**config.mk**
```make
export PLATFORM = sky130hd
export DESIGN_NAME = square_wave_sound_channel_core
export DESIGN_NICKNAME = d
export VERILOG_FILES = /design/src/hdl/sqw_pkg.sv /design/src/hdl/square_wave_sound_channel_core.sv /design/src/hdl/sqw_front.sv /design/src/hdl/sqw_back.sv
export SDC_FILE = /design/constraint.sdc
export NUM_CORES = 2
export LEC_CHECK = 0
export BUFFER_PORTS_ARGS = -buffer_cell sky130_fd_sc_hd__buf_2
export CORE_MARGIN = 2
export CORE_UTILIZATION = 45
export CTS_CLUSTER_SIZE = 12
export DETAILED_ROUTE_END_ITERATION = 12
export GPL_TIMING_DRIVEN = 0
export SLEW_MARGIN = 20
export SYNTH_ARGS = -nofsm -noshare
export SYNTH_HDL_FRONTEND = slang
export SYNTH_SLANG_ARGS = --single-unit
```
**constraint.sdc**
```tcl
create_clock -name clock -period 20.7 [get_ports clock]
set_clock_uncertainty 0.05 [all_clocks]
set_input_delay 2.07 -clock clock [delete_from_list [all_inputs] [get_ports clock]]
set_output_delay 2.07 -clock clock [all_outputs]
set_load 0.03 [all_outputs]
```
**src/hdl/sqw_pkg.sv**
```systemverilog
// Shared types, codes and tables of the square-wave sound channel.
`timescale 1ns / 1ps
package sqw_pkg;

   localparam logic [2:0] CMD_WRITE  = 3'd0;
   localparam logic [2:0] CMD_ENABLE = 3'd1;
   localparam logic [2:0] CMD_ENV    = 3'd2;
   localparam logic [2:0] CMD_SWEEP  = 3'd3;
   localparam logic [2:0] CMD_TICK   = 3'd4;

   localparam logic [1:0] CSR_RATE   = 2'd0;
   localparam logic [1:0] CSR_SCALE  = 2'd1;
   localparam logic [1:0] CSR_NEGATE = 2'd2;

   localparam logic [1:0] REG_ENV    = 2'd0;
   localparam logic [1:0] REG_SWEEP  = 2'd1;
   localparam logic [1:0] REG_LOW    = 2'd2;
   localparam logic [1:0] REG_HIGH   = 2'd3;

   localparam logic [10:0] PERIOD_MIN = 11'h008;
   localparam logic [11:0] PERIOD_MAX = 12'h7ff;
   localparam logic [15:0] DECAY_STEP = 16'd63;
   localparam logic [17:0] TIMER_INIT = 18'd2048;
   localparam logic [15:0] STEP_INIT  = 16'd2;

   typedef enum logic [5:0] {
      OP_WRITE  = 6'b000001,
      OP_ENABLE = 6'b000010,
      OP_ENV    = 6'b000100,
      OP_SWEEP  = 6'b001000,
      OP_TICK   = 6'b010000,
      OP_NONE   = 6'b100000
   } sqw_op_kind_type;

   typedef struct packed {
      logic [2:0] cmd;
      logic [1:0] reg_index;
      logic [7:0] write_data;
      logic       enable_flag;
      logic       length_force;
   } sqw_req_type;

   typedef struct packed {
      logic [15:0] amplitude;
      logic        length_nonzero;
   } sqw_rsp_type;

   typedef struct packed {
      sqw_op_kind_type kind;
      logic [1:0]      reg_index;
      logic [7:0]      write_data;
      logic            enable_flag;
      logic            length_force;
   } sqw_op_type;

   localparam logic [7:0] DUTY_MASK [4] = '{8'hfd, 8'hf9, 8'he1, 8'h06};

   localparam logic [7:0] LENGTH_TABLE [32] = '{
      8'h0a, 8'hfe, 8'h14, 8'h02, 8'h28, 8'h04, 8'h50, 8'h06,
      8'ha0, 8'h08, 8'h3c, 8'h0a, 8'h0e, 8'h0c, 8'h1a, 8'h0e,
      8'h0c, 8'h10, 8'h18, 8'h12, 8'h30, 8'h14, 8'h60, 8'h16,
      8'hc0, 8'h18, 8'h48, 8'h1a, 8'h10, 8'h1c, 8'h20, 8'h1e
   };

endpackage

```
**src/hdl/square_wave_sound_channel_core.sv**
```systemverilog
// Top level of the square-wave sound channel: front queue and execution back end.
//
//   channel   ports                          transaction when
//   request   req_push req_full req_item     push high and full low
//   response  rsp_pop rsp_empty rsp_item     pop high and empty low
//   control   csr_we csr_index csr_wdata     write enable high
//
// Commands other than a sample tick pass through S_IDLE and S_PUT in the back end.
// A tick does the same when the timer stays non-negative; otherwise it also steps
// periods in S_LOOP and, when the channel is active, then runs the multiply in S_MUL
// and the restoring divider in S_DIV. The 4-entry command queue keeps accepting while the
// back end works; a finished result waits in the output register.
// Reset is synchronous and needs no clearing pass.
`timescale 1ns / 1ps
module square_wave_sound_channel_core import sqw_pkg::*; (
   input  logic        clock,
   input  logic        reset,
   input  logic        req_push,
   input  sqw_req_type req_item,
   output logic        req_full,
   output logic        rsp_empty,
   output sqw_rsp_type rsp_item,
   input  logic        rsp_pop,
   input  logic        csr_we,
   input  logic [1:0]  csr_index,
   input  logic [15:0] csr_wdata
);

   logic       op_valid;
   logic       op_pop;
   sqw_op_type op_item;

   sqw_front u_front (
      .clock    (clock),
      .reset    (reset),
      .req_push (req_push),
      .req_item (req_item),
      .req_full (req_full),
      .op_valid (op_valid),
      .op_item  (op_item),
      .op_pop   (op_pop)
   );

   sqw_back u_back (
      .clock     (clock),
      .reset     (reset),
      .csr_we    (csr_we),
      .csr_index (csr_index),
      .csr_wdata (csr_wdata),
      .op_valid  (op_valid),
      .op_item   (op_item),
      .op_pop    (op_pop),
      .rsp_empty (rsp_empty),
      .rsp_item  (rsp_item),
      .rsp_pop   (rsp_pop)
   );

endmodule

```
**src/hdl/sqw_front.sv**
```systemverilog
// Front end: accepts commands, classifies them and queues them for the back end.
`timescale 1ns / 1ps
module sqw_front import sqw_pkg::*; (
   input  logic        clock,
   input  logic        reset,
   input  logic        req_push,
   input  sqw_req_type req_item,
   output logic        req_full,
   output logic        op_valid,
   output sqw_op_type  op_item,
   input  logic        op_pop
);

   sqw_op_type q_ff [4];
   logic [1:0] wr_ptr_ff, wr_ptr_in;
   logic [1:0] rd_ptr_ff, rd_ptr_in;
   logic [2:0] count_ff, count_in;
   logic       push_ok, pop_ok;
   sqw_op_type op_new;

   always_comb begin
      case (req_item.cmd) inside
         CMD_WRITE:  op_new.kind = OP_WRITE;
         CMD_ENABLE: op_new.kind = OP_ENABLE;
         CMD_ENV:    op_new.kind = OP_ENV;
         CMD_SWEEP:  op_new.kind = OP_SWEEP;
         CMD_TICK:   op_new.kind = OP_TICK;
         default:    op_new.kind = OP_NONE;
      endcase
      op_new.reg_index    = req_item.reg_index;
      op_new.write_data   = req_item.write_data;
      op_new.enable_flag  = req_item.enable_flag;
      op_new.length_force = req_item.length_force;
   end

   assign req_full = count_ff == 3'd4;
   assign op_valid = count_ff != 3'd0;
   assign op_item  = q_ff[rd_ptr_ff];
   assign push_ok  = req_push && !req_full;
   assign pop_ok   = op_pop && op_valid;

   always_comb begin
      wr_ptr_in = push_ok ? wr_ptr_ff + 2'd1 : wr_ptr_ff;
      rd_ptr_in = pop_ok ? rd_ptr_ff + 2'd1 : rd_ptr_ff;
      count_in  = count_ff + {2'd0, push_ok} - {2'd0, pop_ok};
   end

   always_ff @(posedge clock) begin
      if (reset) begin
         wr_ptr_ff <= '0;
         rd_ptr_ff <= '0;
         count_ff  <= '0;
      end else begin
         wr_ptr_ff <= wr_ptr_in;
         rd_ptr_ff <= rd_ptr_in;
         count_ff  <= count_in;
      end
   end

   always_ff @(posedge clock) begin
      if (push_ok) begin
         q_ff[wr_ptr_ff] <= op_new;
      end
   end

endmodule

```
**src/hdl/sqw_back.sv**
```systemverilog
// Back end: channel state, command execution, sample synthesis and result register.
`timescale 1ns / 1ps
module sqw_back import sqw_pkg::*; (
   input  logic        clock,
   input  logic        reset,
   input  logic        csr_we,
   input  logic [1:0]  csr_index,
   input  logic [15:0] csr_wdata,
   input  logic        op_valid,
   input  sqw_op_type  op_item,
   output logic        op_pop,
   output logic        rsp_empty,
   output sqw_rsp_type rsp_item,
   input  logic        rsp_pop
);

   typedef enum logic [4:0] {
      S_IDLE = 5'b00001,
      S_LOOP = 5'b00010,
      S_MUL  = 5'b00100,
      S_DIV  = 5'b01000,
      S_PUT  = 5'b10000
   } state_type;

   logic [15:0] rate_ff;
   logic [3:0]  scale_ff;
   logic        negone_ff;

   state_type   state_ff, state_in;
   logic [3:0]  env_base_ff, env_base_in, env_vol_ff, env_vol_in, env_div_ff, env_div_in;
   logic [11:0] env_out_ff, env_out_in;
   logic        env_const_ff, env_const_in, env_loop_ff, env_loop_in;
   logic        env_restart_ff, env_restart_in;
   logic        len_en_ff, len_en_in;
   logic [7:0]  len_ff, len_in;
   logic [10:0] period_ff, period_in;
   logic        pvalid_ff, pvalid_in;
   logic [15:0] step_len_ff, step_len_in;
   logic signed [17:0] timer_ff, timer_in;
   logic [15:0] held_ff, held_in;
   logic [2:0]  duty_step_ff, duty_step_in;
   logic [1:0]  duty_sel_ff, duty_sel_in;
   logic [3:0]  sw_period_ff, sw_period_in, sw_div_ff, sw_div_in;
   logic        sw_reload_ff, sw_reload_in, sw_add_ff, sw_add_in;
   logic [2:0]  sw_shift_ff, sw_shift_in;
   logic        act_ff, act_in;
   logic [16:0] sum_ff, sum_in;
   logic [29:0] dvd_ff, dvd_in;
   logic [15:0] rem_ff, rem_in;
   logic [4:0]  cnt_ff, cnt_in;
   logic [15:0] amp_ff, amp_in;
   logic        out_valid_ff, out_valid_in;
   sqw_rsp_type out_ff, out_in;

   logic [15:0] rate_e, freq;
   logic [3:0]  scale_e;
   logic        active;
   logic signed [17:0] t_dec, t_inc, t_neg;
   logic [16:0] v_step;
   logic [2:0]  step_nx;
   logic [16:0] rem_sh;
   logic [10:0] sh_val, p_sw;
   logic [16:0] upd_res;
   logic [3:0]  vol_sel;

   function automatic logic duty_high(input logic [1:0] sel, input logic [2:0] step);
      logic [7:0] m;
      m = DUTY_MASK[sel];
      return !m[step];
   endfunction

   // {valid, step length} for a candidate period
   function automatic logic [16:0] upd(input logic [10:0] p, input logic add,
                                       input logic [2:0] sh, input logic [3:0] sc);
      logic [11:0] tot;
      logic [16:0] prod;
      tot  = {1'b0, p} + (add ? {1'b0, p >> sh} : 12'd0);
      prod = 17'({1'b0, p} + 12'd1) * 17'(sc);
      return {(p >= PERIOD_MIN) && (tot <= PERIOD_MAX), prod[14:0], 1'b0};
   endfunction

   assign rate_e  = (rate_ff == 16'd0) ? 16'd1 : rate_ff;
   assign scale_e = (scale_ff == 4'd0) ? 4'd1 : scale_ff;
   assign freq    = (step_len_ff == 16'd0) ? 16'd1 : step_len_ff;
   assign active  = (len_ff != 8'd0) && (env_out_ff != 12'd0) && pvalid_ff;
   assign t_dec   = timer_ff - $signed({2'b00, rate_e});
   assign t_inc   = timer_ff + $signed({2'b00, freq});
   assign t_neg   = -timer_ff;
   assign v_step  = (t_neg[16:0] > {1'b0, freq}) ? {1'b0, freq} : t_neg[16:0];
   assign step_nx = duty_step_ff + 3'd1;
   assign rem_sh  = {rem_ff, dvd_ff[29]};

   assign rsp_empty = !out_valid_ff;
   assign rsp_item  = out_ff;

   always_comb begin
      state_in       = state_ff;
      env_base_in    = env_base_ff;
      env_vol_in     = env_vol_ff;
      env_div_in     = env_div_ff;
      env_out_in     = env_out_ff;
      env_const_in   = env_const_ff;
      env_loop_in    = env_loop_ff;
      env_restart_in = env_restart_ff;
      len_en_in      = len_en_ff;
      len_in         = len_ff;
      period_in      = period_ff;
      pvalid_in      = pvalid_ff;
      step_len_in    = step_len_ff;
      timer_in       = timer_ff;
      held_in        = held_ff;
      duty_step_in   = duty_step_ff;
      duty_sel_in    = duty_sel_ff;
      sw_period_in   = sw_period_ff;
      sw_div_in      = sw_div_ff;
      sw_reload_in   = sw_reload_ff;
      sw_add_in      = sw_add_ff;
      sw_shift_in    = sw_shift_ff;
      act_in         = act_ff;
      sum_in         = sum_ff;
      dvd_in         = dvd_ff;
      rem_in         = rem_ff;
      cnt_in         = cnt_ff;
      amp_in         = amp_ff;
      out_valid_in   = out_valid_ff && !rsp_pop;
      out_in         = out_ff;
      op_pop         = 1'b0;
      sh_val         = 11'd0;
      p_sw           = 11'd0;
      upd_res        = 17'd0;
      vol_sel        = 4'd0;

      case (state_ff)
         S_IDLE: begin
            if (op_valid) begin
               op_pop   = 1'b1;
               amp_in   = 16'd0;
               state_in = S_PUT;
               case (op_item.kind)
                  OP_WRITE: begin
                     case (op_item.reg_index)
                        REG_ENV: begin
                           env_base_in  = op_item.write_data[3:0];
                           env_const_in = op_item.write_data[4];
                           env_loop_in  = op_item.write_data[5];
                           duty_sel_in  = op_item.write_data[7:6];
                           vol_sel      = op_item.write_data[4] ? op_item.write_data[3:0]
                                                                : env_vol_ff;
                           env_out_in   = {vol_sel, 8'd0};
                        end
                        REG_SWEEP: begin
                           sw_add_in    = !op_item.write_data[3];
                           sw_shift_in  = op_item.write_data[2:0];
                           sw_period_in = 4'd0;
                           if (op_item.write_data[7] && op_item.write_data[2:0] != 3'd0) begin
                              sw_period_in = {1'b0, op_item.write_data[6:4]} + 4'd1;
                              sw_reload_in = 1'b1;
                           end
                           upd_res = upd(period_ff, !op_item.write_data[3],
                                         op_item.write_data[2:0], scale_e);
                        end
                        REG_LOW: begin
                           period_in = {period_ff[10:8], op_item.write_data};
                           upd_res   = upd(period_in, sw_add_ff, sw_shift_ff, scale_e);
                        end
                        default: begin
                           period_in = {op_item.write_data[2:0], period_ff[7:0]};
                           upd_res   = upd(period_in, sw_add_ff, sw_shift_ff, scale_e);
                           env_restart_in = 1'b1;
                           if (op_item.length_force || len_ff == 8'd0) begin
                              len_in = len_en_ff ? LENGTH_TABLE[op_item.write_data[7:3]] : 8'd0;
                           end
                           duty_step_in = 3'd0;
                        end
                     endcase
                     if (op_item.reg_index != REG_ENV) begin
                        pvalid_in = upd_res[16];
                        if (upd_res[16]) begin
                           step_len_in = upd_res[15:0];
                        end
                     end
                  end
                  OP_ENABLE: begin
                     len_en_in = op_item.enable_flag;
                     if (!op_item.enable_flag) begin
                        len_in = 8'd0;
                     end
                  end
                  OP_ENV: begin
                     if (env_restart_ff) begin
                        env_restart_in = 1'b0;
                        env_vol_in     = 4'hf;
                        env_div_in     = env_base_ff;
                     end else if (env_div_ff != 4'd0) begin
                        env_div_in = env_div_ff - 4'd1;
                     end else begin
                        if (env_vol_ff != 4'd0 || env_loop_ff) begin
                           env_vol_in = env_vol_ff - 4'd1;
                        end
                        env_div_in = env_base_ff;
                     end
                     vol_sel    = env_const_ff ? env_base_ff : env_vol_in;
                     env_out_in = {vol_sel, 8'd0};
                  end
                  OP_SWEEP: begin
                     if (!env_loop_ff && len_ff != 8'd0) begin
                        len_in = len_ff - 8'd1;
                     end
                     if (sw_period_ff != 4'd0) begin
                        sw_div_in = sw_div_ff - 4'd1;
                        if (sw_div_in == 4'd0) begin
                           sw_div_in = sw_period_ff;
                           if (period_ff >= PERIOD_MIN) begin
                              sh_val = period_ff >> sw_shift_ff;
                              if (!sw_add_ff) begin
                                 p_sw    = period_ff - sh_val - {10'd0, negone_ff};
                                 upd_res = upd(p_sw, sw_add_ff, sw_shift_ff, scale_e);
                                 period_in = p_sw;
                                 pvalid_in = upd_res[16];
                                 if (upd_res[16]) begin
                                    step_len_in = upd_res[15:0];
                                 end
                              end else if (({1'b0, period_ff} + {1'b0, sh_val}) <= PERIOD_MAX) begin
                                 p_sw    = period_ff + sh_val;
                                 upd_res = upd(p_sw, sw_add_ff, sw_shift_ff, scale_e);
                                 period_in = p_sw;
                                 pvalid_in = upd_res[16];
                                 if (upd_res[16]) begin
                                    step_len_in = upd_res[15:0];
                                 end
                              end
                           end
                        end
                     end
                     if (sw_reload_ff) begin
                        sw_reload_in = 1'b0;
                        sw_div_in    = sw_period_ff;
                     end
                  end
                  OP_TICK: begin
                     timer_in = t_dec;
                     act_in   = active;
                     sum_in   = (timer_ff > 18'sd0 && duty_high(duty_sel_ff, duty_step_ff))
                                ? timer_ff[16:0] : 17'd0;
                     if (t_dec < 18'sd0) begin
                        state_in = S_LOOP;
                     end else if (active) begin
                        held_in = duty_high(duty_sel_ff, duty_step_ff) ? {4'd0, env_out_ff}
                                                                        : 16'd0;
                        amp_in  = held_in;
                     end else if (held_ff >= DECAY_STEP) begin
                        held_in = held_ff - DECAY_STEP;
                        amp_in  = held_in;
                     end
                  end
                  default: begin
                  end
               endcase
            end
         end
         S_LOOP: begin
            // one period step per cycle until the timer is back at or above zero
            duty_step_in = step_nx;
            if (act_ff && duty_high(duty_sel_ff, step_nx)) begin
               sum_in = sum_ff + v_step;
            end
            timer_in = t_inc;
            if (t_inc >= 18'sd0) begin
               if (act_ff) begin
                  state_in = S_MUL;
               end else begin
                  state_in = S_PUT;
                  amp_in   = 16'd0;
                  if (held_ff >= DECAY_STEP) begin
                     held_in = held_ff - DECAY_STEP;
                     amp_in  = held_in;
                  end
               end
            end
         end
         S_MUL: begin
            dvd_in   = ({13'd0, sum_ff} * {18'd0, env_out_ff}) + {15'd0, rate_e[15:1]};
            rem_in   = 16'd0;
            cnt_in   = 5'd29;
            state_in = S_DIV;
         end
         S_DIV: begin
            // restoring division, one quotient bit per cycle
            if (rem_sh >= {1'b0, rate_e}) begin
               rem_in = 16'(rem_sh - {1'b0, rate_e});
               dvd_in = {dvd_ff[28:0], 1'b1};
            end else begin
               rem_in = rem_sh[15:0];
               dvd_in = {dvd_ff[28:0], 1'b0};
            end
            cnt_in = cnt_ff - 5'd1;
            if (cnt_ff == 5'd0) begin
               held_in  = dvd_in[15:0];
               amp_in   = dvd_in[15:0];
               state_in = S_PUT;
            end
         end
         S_PUT: begin
            // hold the result until the output register frees up
            if (!out_valid_ff || rsp_pop) begin
               out_valid_in             = 1'b1;
               out_in.amplitude         = amp_ff;
               out_in.length_nonzero    = len_ff != 8'd0;
               state_in                 = S_IDLE;
            end
         end
         default: begin
            state_in = S_IDLE;
         end
      endcase
   end

   always_ff @(posedge clock) begin
      if (reset) begin
         rate_ff   <= 16'd1;
         scale_ff  <= 4'd1;
         negone_ff <= 1'b1;
      end else if (csr_we) begin
         case (csr_index)
            CSR_RATE:   rate_ff   <= csr_wdata;
            CSR_SCALE:  scale_ff  <= csr_wdata[3:0];
            CSR_NEGATE: negone_ff <= csr_wdata[0];
            default: begin
            end
         endcase
      end
   end

   always_ff @(posedge clock) begin
      if (reset) begin
         state_ff       <= S_IDLE;
         env_base_ff    <= '0;
         env_vol_ff     <= '0;
         env_div_ff     <= '0;
         env_out_ff     <= '0;
         env_const_ff   <= 1'b1;
         env_loop_ff    <= 1'b0;
         env_restart_ff <= 1'b0;
         len_en_ff      <= 1'b0;
         len_ff         <= '0;
         period_ff      <= '0;
         pvalid_ff      <= 1'b0;
         step_len_ff    <= STEP_INIT;
         timer_ff       <= $signed(TIMER_INIT);
         held_ff        <= '0;
         duty_step_ff   <= '0;
         duty_sel_ff    <= '0;
         sw_period_ff   <= '0;
         sw_div_ff      <= 4'd1;
         sw_reload_ff   <= 1'b0;
         sw_add_ff      <= 1'b1;
         sw_shift_ff    <= '0;
         act_ff         <= 1'b0;
         out_valid_ff   <= 1'b0;
      end else begin
         state_ff       <= state_in;
         env_base_ff    <= env_base_in;
         env_vol_ff     <= env_vol_in;
         env_div_ff     <= env_div_in;
         env_out_ff     <= env_out_in;
         env_const_ff   <= env_const_in;
         env_loop_ff    <= env_loop_in;
         env_restart_ff <= env_restart_in;
         len_en_ff      <= len_en_in;
         len_ff         <= len_in;
         period_ff      <= period_in;
         pvalid_ff      <= pvalid_in;
         step_len_ff    <= step_len_in;
         timer_ff       <= timer_in;
         held_ff        <= held_in;
         duty_step_ff   <= duty_step_in;
         duty_sel_ff    <= duty_sel_in;
         sw_period_ff   <= sw_period_in;
         sw_div_ff      <= sw_div_in;
         sw_reload_ff   <= sw_reload_in;
         sw_add_ff      <= sw_add_in;
         sw_shift_ff    <= sw_shift_in;
         act_ff         <= act_in;
         out_valid_ff   <= out_valid_in;
      end
   end

   always_ff @(posedge clock) begin
      sum_ff <= sum_in;
      dvd_ff <= dvd_in;
      rem_ff <= rem_in;
      cnt_ff <= cnt_in;
      amp_ff <= amp_in;
      out_ff <= out_in;
   end

endmodule
```
; Word level (Yosys, flattened, before mapping)
; Memories as Yosys holds them, arrays and structs flattened. A register that Yosys moved wholly into a read port is not among the register bits.
; Cells that the tools add are included.
[totals]
rom_bits = 256
register_bits = 252
memories = 2
ramBits = 72
[mem_list]
columns = name, depth, word_bits, rd, rd_ports_with_merged_regs, write_ports, line_no
row1 = (no name shown), 32, 8, 1, 0, 0, sqw_back.sv:171  ; len_in = len_en_ff ? LENGTH_TABLE[op_item.write_data[7:3]] : 8'd0;
row2 = u_front.q_ff, 4, 18, 1, 1, 1, sqw_front.sv:14  ; sqw_op_type q_ff [4];
[classes]
muxes = 126
shifts = 6
n_eq_ne = 47
n_mul = 6
add_sub_neg = 32
n_bitwise = 2
n_reduce_logical = 74
order_cmp = 21
[op_table]
columns = op, n
row1 = 16-bit two-way mux, 27
row2 = 17-bit two-way mux, 8
row3 = 11-bit two-way mux, 10
row4 = 16-bit one-hot mux with 3 select lines, 2
row5 = 17-bit by 4-bit multiplier with 15-bit output, 5
row6 = 12-bit by 11-bit <= comparator with 1-bit output (second input constant), 6
row7 = 8-bit two-way mux, 9
row8 = 11-bit by 3-bit right shift with 11-bit output, 6
row9 = 16-bit one-hot mux with 2 select lines, 2
row10 = 11-bit by 1-bit adder with 12-bit output (second input constant), 5
row11 = 11-bit by 12-bit adder with 12-bit output, 5
row12 = 30-bit one-hot mux with 2 select lines, 1
row13 = 11-bit by 4-bit greater-or-equal comparator with 1-bit output (second input constant), 5
row14 = 17-bit one-hot mux with 3 select lines, 1
row15 = 4-bit two-way mux, 12
row16 = 11-bit one-hot mux with 2 select lines, 2
row17 = 18-bit two-way mux, 2
row18 = 18-bit one-hot mux with 2 select lines, 1
row19 = 5-bit two-way mux, 7
row20 = 17-bit one-hot mux with 2 select lines, 1
row21 = 16-bit logical NOT, 2
row22 = 4-bit AND reduction, 8
row23 = 29-bit by 15-bit adder with 30-bit output, 1
row24 = 6-bit two-way mux, 5
row25 = 83 further kinds, 181

; Depth between registers and ports, before layout
[depth]
ltp_word = 14
ltp_mapped = 31

; Modules after synthesis
; From an unflattened synthesis, not the netlist that was laid out.
[unflattened]
cells_unflattened = 3785
hier_area_um2 = 32321.0
[by_module_without_submodules]
columns = mod, cells_per_inst, area_each_um2, n_inst
row1 = sqw_back, 3636, 29170.5, 1
row2 = sqw_front, 149, 3150.5, 1

; Worst setup path after synthesis
; OpenSTA, ideal clock, no wires.
[synth_timing]
kind = register to register
startpoint = register u_back.sw_shift_ff[1]
endpoint = register u_back.step_len_ff[14]
setup_time_ps = 92
arrival_time_ps = 6494
synth_period_minus_slack_ps = 6636
stages_incl_launch_ff = 27
path_buffers = 4
path_slack_ps = 14064
path_cell_list = dfxtp_1 clkbuf_1 clkbuf_1 clkbuf_1 mux4_2 nand2_1 o21ai_0 ha_1 nor2_1 a311oi_1 xnor2_1 nand3_1 or3_1 clkbuf_1 xnor2_1 nand2_1 fa_1 inv_1 fa_1 ha_1 and3_1 a311o_1 a21o_1 a21oi_1 xnor2_1 o21ai_0 o32ai_1
[synth_via]
elab_chain_len = 11
word_cells_on_any_way = 49
cone_classes = add/sub (10) / mul (2) / order compare (7) / eq/ne (4) / shift (5) / mux (16) / reduce/logical (5)
[synth_lines]
columns = item, line_no
row1 = "start, declared", sqw_back.sv:45  ; logic [2:0] sw_shift_ff, sw_shift_in;
row2 = "start signal, assigned", sqw_back.sv:382  ; sw_shift_ff <= sw_shift_in;
row3 = "11-bit by 3-bit right shift with 11-bit output, on equally long branches", "sqw_back.sv:214, sqw_back.sv:77"
row4 = "11-bit subtractor, or another cell as far along", sqw_back.sv:216  ; p_sw = period_ff - sh_val - {10'd0, negone_ff};
row5 = "11-bit by 1-bit subtractor with 11-bit output, or another cell as far along", sqw_back.sv:216
row6 = "11-bit by 1-bit adder with 12-bit output, or another cell as far along", sqw_back.sv:78  ; prod = 17'({1'b0, p} + 12'd1) * 17'(sc);
row7 = "17-bit by 4-bit multiplier with 15-bit output, or another cell as far along", sqw_back.sv:78
row8 = "16-bit two-way mux, or another cell as far along", sqw_back.sv:220  ; if (upd_res[16]) begin
row9 = 16-bit two-way mux or 17-bit two-way mux (tied branches), "sqw_back.sv:215, sqw_back.sv:139"
row10 = 16-bit two-way mux or 17-bit two-way mux (tied branches), "sqw_back.sv:213, sqw_back.sv:135"
row11 = 16-bit two-way mux or 17-bit two-way mux (tied branches), "sqw_back.sv:211, sqw_back.sv:133"
row12 = 16-bit two-way mux or 2-bit by 1-bit != test with 1-bit output (tied branches), --
row13 = 16-bit one-hot mux with 2 select lines or 11-bit AND reduction (tied branches), --
row14 = "end signal, assigned", sqw_back.sv:373  ; step_len_ff <= step_len_in;
row15 = "end, declared", sqw_back.sv:38  ; logic [15:0] step_len_ff, step_len_in;
; Several ways; a longest one is shown, not always the timed one. The select of a mux whose other input is x is not followed.
; A chain may end at the register's enable or synchronous reset.

; Final worst setup path
[layout_timing]
startpoint = register u_back.sw_shift_ff[0]
endpoint = register u_back.step_len_ff[14]
; Same word-level chain as after synthesis.

==> qor.csv <==
stage,metric,value,unit
floorplanning,number of cell rows,98,
setup_path,type of the setup path with the least slack,register to register,
setup_path,cell with the most instances on the worst path,sky130_fd_sc_hd__clkbuf_1,
timing,RSZ-0062 raised after global routing,no,
cts,later-pin clock latency in the skew report,0.58,ns
setup_path,source of the worst register-to-register timing path,u_back.sw_shift_ff[0],
synthesis,share of synthesized flip-flops with an asynchronous set or reset,0,%
routing,ANT nets after route,0,
synthesis,number of synthesized flops with an enable pin,173,
floorplanning,die boundary height,272,µm
cts,clock root cell,sky130_fd_sc_hd__clkbuf_16,
setup_path,Worst EP required,21.11,ns
cells_and_area,ant diodes,0,
cells_and_area,filler cell count in the final layout,7111,
cts,CTS Buf Count,39,
timing,Max Clk Rate,0.107,GHz
timing,post-layout min period,9.31,ns
cells_and_area,Sequential cell area,0.00808,mm²
cts,# resized after CTS,0,
setup_path,cell class contributing the biggest share of worst-path delay,compound AO/OA/AOI/OAI gates,
placed_design,number of I/O port buffers,55,
hold_path,worst hold path endpoint,u_back.rsp_item[10],
cells_and_area,final net count,4409,
global_routing,wire length of the first global-routing pass,160,mm
setup_path,slowest stage cell on the critical path,sky130_fd_sc_hd__a2111oi_1,
global_routing,number of global-route vias before repair,26876,
routing,via total after detailed routing,28412,
cells_and_area,area of the multi-input gates,0.0224,mm²
synthesis,Mapped Cells,3782,
global_routing,Overflow after GRT,0,
setup_path,Worst setup EP type,register,
timing,Tcrit/Tclk final,45.0,%
cts,Max clock buf depth,3,
cts,Sink Count,317,
routing,ratio of routed vias to standard cells,5.84,
setup_path,biggest fanout along the worst timing path,10,
timing,Setup-failing EPs final,0,
setup_path,worst reg2reg endpoint,u_back.step_len_ff[14],
cells_and_area,most frequent cells in the layout,"sky130_fd_sc_hd__nand2_1 (458), sky130_fd_sc_hd__ha_1 (358), sky130_fd_sc_hd__nor2_1 (329)",
floorplanning,Horiz. Die Dim,272,µm
cells_and_area,"most common cell after layout, fill and taps aside",sky130_fd_sc_hd__nand2_1,
run,number of maximum-capacitance constraint violations,0,
floorplanning,initial core utilization,45.3,%
floorplanning,area of the placeable core,0.0714,mm²
global_routing,overall track demand over capacity in global routing,27.8,%
setup_path,FF-to-FF path depth,29,
floorplanning,num ports,57,
placed_design,post-detail-place hpwl,81.7,mm
synthesis,average instance area after synthesis,8.55,µm²
placed_design,post-placement cell count,4790,
timing,TNS Setup,0,ns
power_and_ir_drop,leakage power total,15.3,nW
synthesis,Post-Syn Nets,4310,
cells_and_area,area growth from synthesis to final layout,8.46,%
setup_path,worst setup slack for register-to-register paths,11.39,ns
synthesis,netlist area before placement,0.0323,mm²
power_and_ir_drop,total power after layout,0.00293,W
setup_path,Worst EP arrival,9.72,ns
synthesis,Yosys top cell area share,16.1,%
global_routing,antenna violations before repair,0,
cells_and_area,share of post-route cells with drive strength above 1,6.09,%
routing,initial detailed-routing violation count,2763,
routing,Routed wire per std cell,21.4,µm
setup_path,buffers plus inverters on the worst setup path,6,
routing,number of detailed-route iterations in the first pass,5,
synthesis,total number of yosys warnings,0,
power_and_ir_drop,power density cells,83.5,mW/mm²
hold_path,number of instances on the worst hold path,0,
routing,total detailed-routing wirelength,104,mm
setup_path,worst setup path startpoint,u_back.sw_shift_ff[0],
timing,total count of hold-check failures in the final report,0,
setup_path,"Largest stage delay, worst path",0.97,ns
power_and_ir_drop,IR Drop Worst-Case VDD,0.0000627,V
routing,DRC Markers,0,
run_status,outcome,"finished, final reports clean",
cts,Clock transition at path regs,0.06,ns
floorplanning,die footprint,0.0740,mm²
placed_design,global placer's final weighted congestion,1.01,
synthesis,largest cells by area after synthesis,"sky130_fd_sc_hd__edfxtp_1 (16%), sky130_fd_sc_hd__ha_1 (14%), sky130_fd_sc_hd__dfxtp_1 (8.9%)",
global_routing,maximum number of pins on one net before global-route repair,52,
synthesis,synthesized flop and latch total,317,
cts,Post-CTS Repair Setup Buffers,0,
hold_path,hold path startpoint,u_back.amp_ff[9],
cts,number of H-tree levels,2,
hold_path,Hold Crit Class,register to register,
timing,slew at the pin with the worst max-slew slack,1.22,ns
synthesis,dominant synthesized flop cell,sky130_fd_sc_hd__edfxtp_1,
synthesis,largest area contributor in the synthesized netlist,sky130_fd_sc_hd__edfxtp_1,
setup_path,sort of element at the start of the critical path,register,
synthesis,post-synth cell types,101,
cts,cts-stage hold buffer count,0,
synthesis,sequential fraction of the synthesis area,25.0,%
timing,max-slew violations,0,
cts,clock tree from TritonCTS,built,
timing,Max-Slew Margin vs Limit,18.3,%
cells_and_area,"Cell Count, Final, Fillers Out",4861,
[cell type report]
cell class | count | area share (%)
inverters | 286 | 3.06
clock inverters | 17 | 0.378
repair buffers | 58 | 0.938
multi-input cells | 2987 | 64.0
clock buffers | 54 | 3.00
plain buffers | 192 | 2.25
flip-flops and latches | 317 | 23.0
well taps | 950 | 3.39
[sequential cells by signal (all words and copies together) (netlist names), 5 cells and up, named ones only]
register and count:
u_front.q_ff 72, u_back.dvd_ff 30, u_back.timer_ff 18, u_back.rsp_item 17, u_back.sum_ff 17, u_back.amp_ff 16, u_back.held_ff 16, u_back.rate_ff 16
u_back.rem_ff 16, u_back.step_len_ff 15, u_back.period_ff 11, u_back.len_ff 8, u_back.cnt_ff 5, u_back.state_ff 5
[routing by layer]
layer / routed length [µm] / share of wire, % / global-route usage (%) / up-vias
met1: 45000 / 43 / 37.1 / 13545
met2: 45600 / 44 / 43.7 / 991
met4: 6740 / 6.5 / 15.5 / 0
met5: 0 / 0 / 0 / -
met3: 6410 / 6.2 / 3.39 / 277
li1: - / - / - / 13599
[cells by family (layout without fill, tap and decap cells)]
kind of cell,after synthesis,after routing,share of synthesized area [%]
and+or+nand+nor,1350,1350,19.8
AOI/OAI and AO/OA,825,825,16.9
adders and majority gates,490,490,22.0
buffers and inverters,478,607,5.76
DFF,317,317,25.0
xor gates and xnor gates,201,201,5.49
muxes,121,121,4.99
[worst max-delay path by stage]
stage / to / slack [ns] / depth (start not counted)
finish: u_back.step_len_ff[14] / 11.39 / 29
global route: u_back.step_len_ff[14] / 10.99 / 29
CTS: u_back.step_len_ff[14] / 11.65 / 29
detailed placement: u_back.step_len_ff[14] / 11.72 / 29
global placement: u_back.step_len_ff[14] / 11.38 / 28
floorplan: u_back.step_len_ff[14] / 14.06 / 26
[metrics by stage]
step | util (%) | setup WS, ns | instance area, µm² | hold slack [ns]
floorplan | - | 14.06 | 32300 | 0.350
detailed placement | 47.5 | 11.72 | 33900 | 0.356
CTS | 49.1 | 11.65 | 35100 | 0.370
finish | 49.2 | 11.39 | 35100 | 0.368
global placement | 47.4 | 11.38 | 33800 | 0.352
global route | 49.2 | 10.99 | 35100 | 0.373
[synthesized netlist by cell type (all sizes together), types with 16 or more instances]
library cell  instances
mux4                 26
o211ai               31
a21o                 45
nor2                331
or3                  36
ha                  358
and3                 35
nor4                 18
o21ai               185
clkbuf              159
mux2i                69
nand2               459
o21a                 32
xnor2               133
nor2b                50
and2                100
a31oi                20
nand4                16
xor2                 68
fa                  132
edfxtp              173
inv                 282
nand2b               28
a211oi               84
a21oi               226
dfxtp               144
mux2                 26
nand3                90
buf                  33
nor3                106
nor3b                20
[power breakdown]
part	internal (W)	switching (W)	total [W]
logic	0.000538	0.000974	0.00151
clock network	0.000370	0.000281	0.000652
registers	0.000731	0.0000333	0.000765
Note: power is estimated with default switching activity, not from simulation.
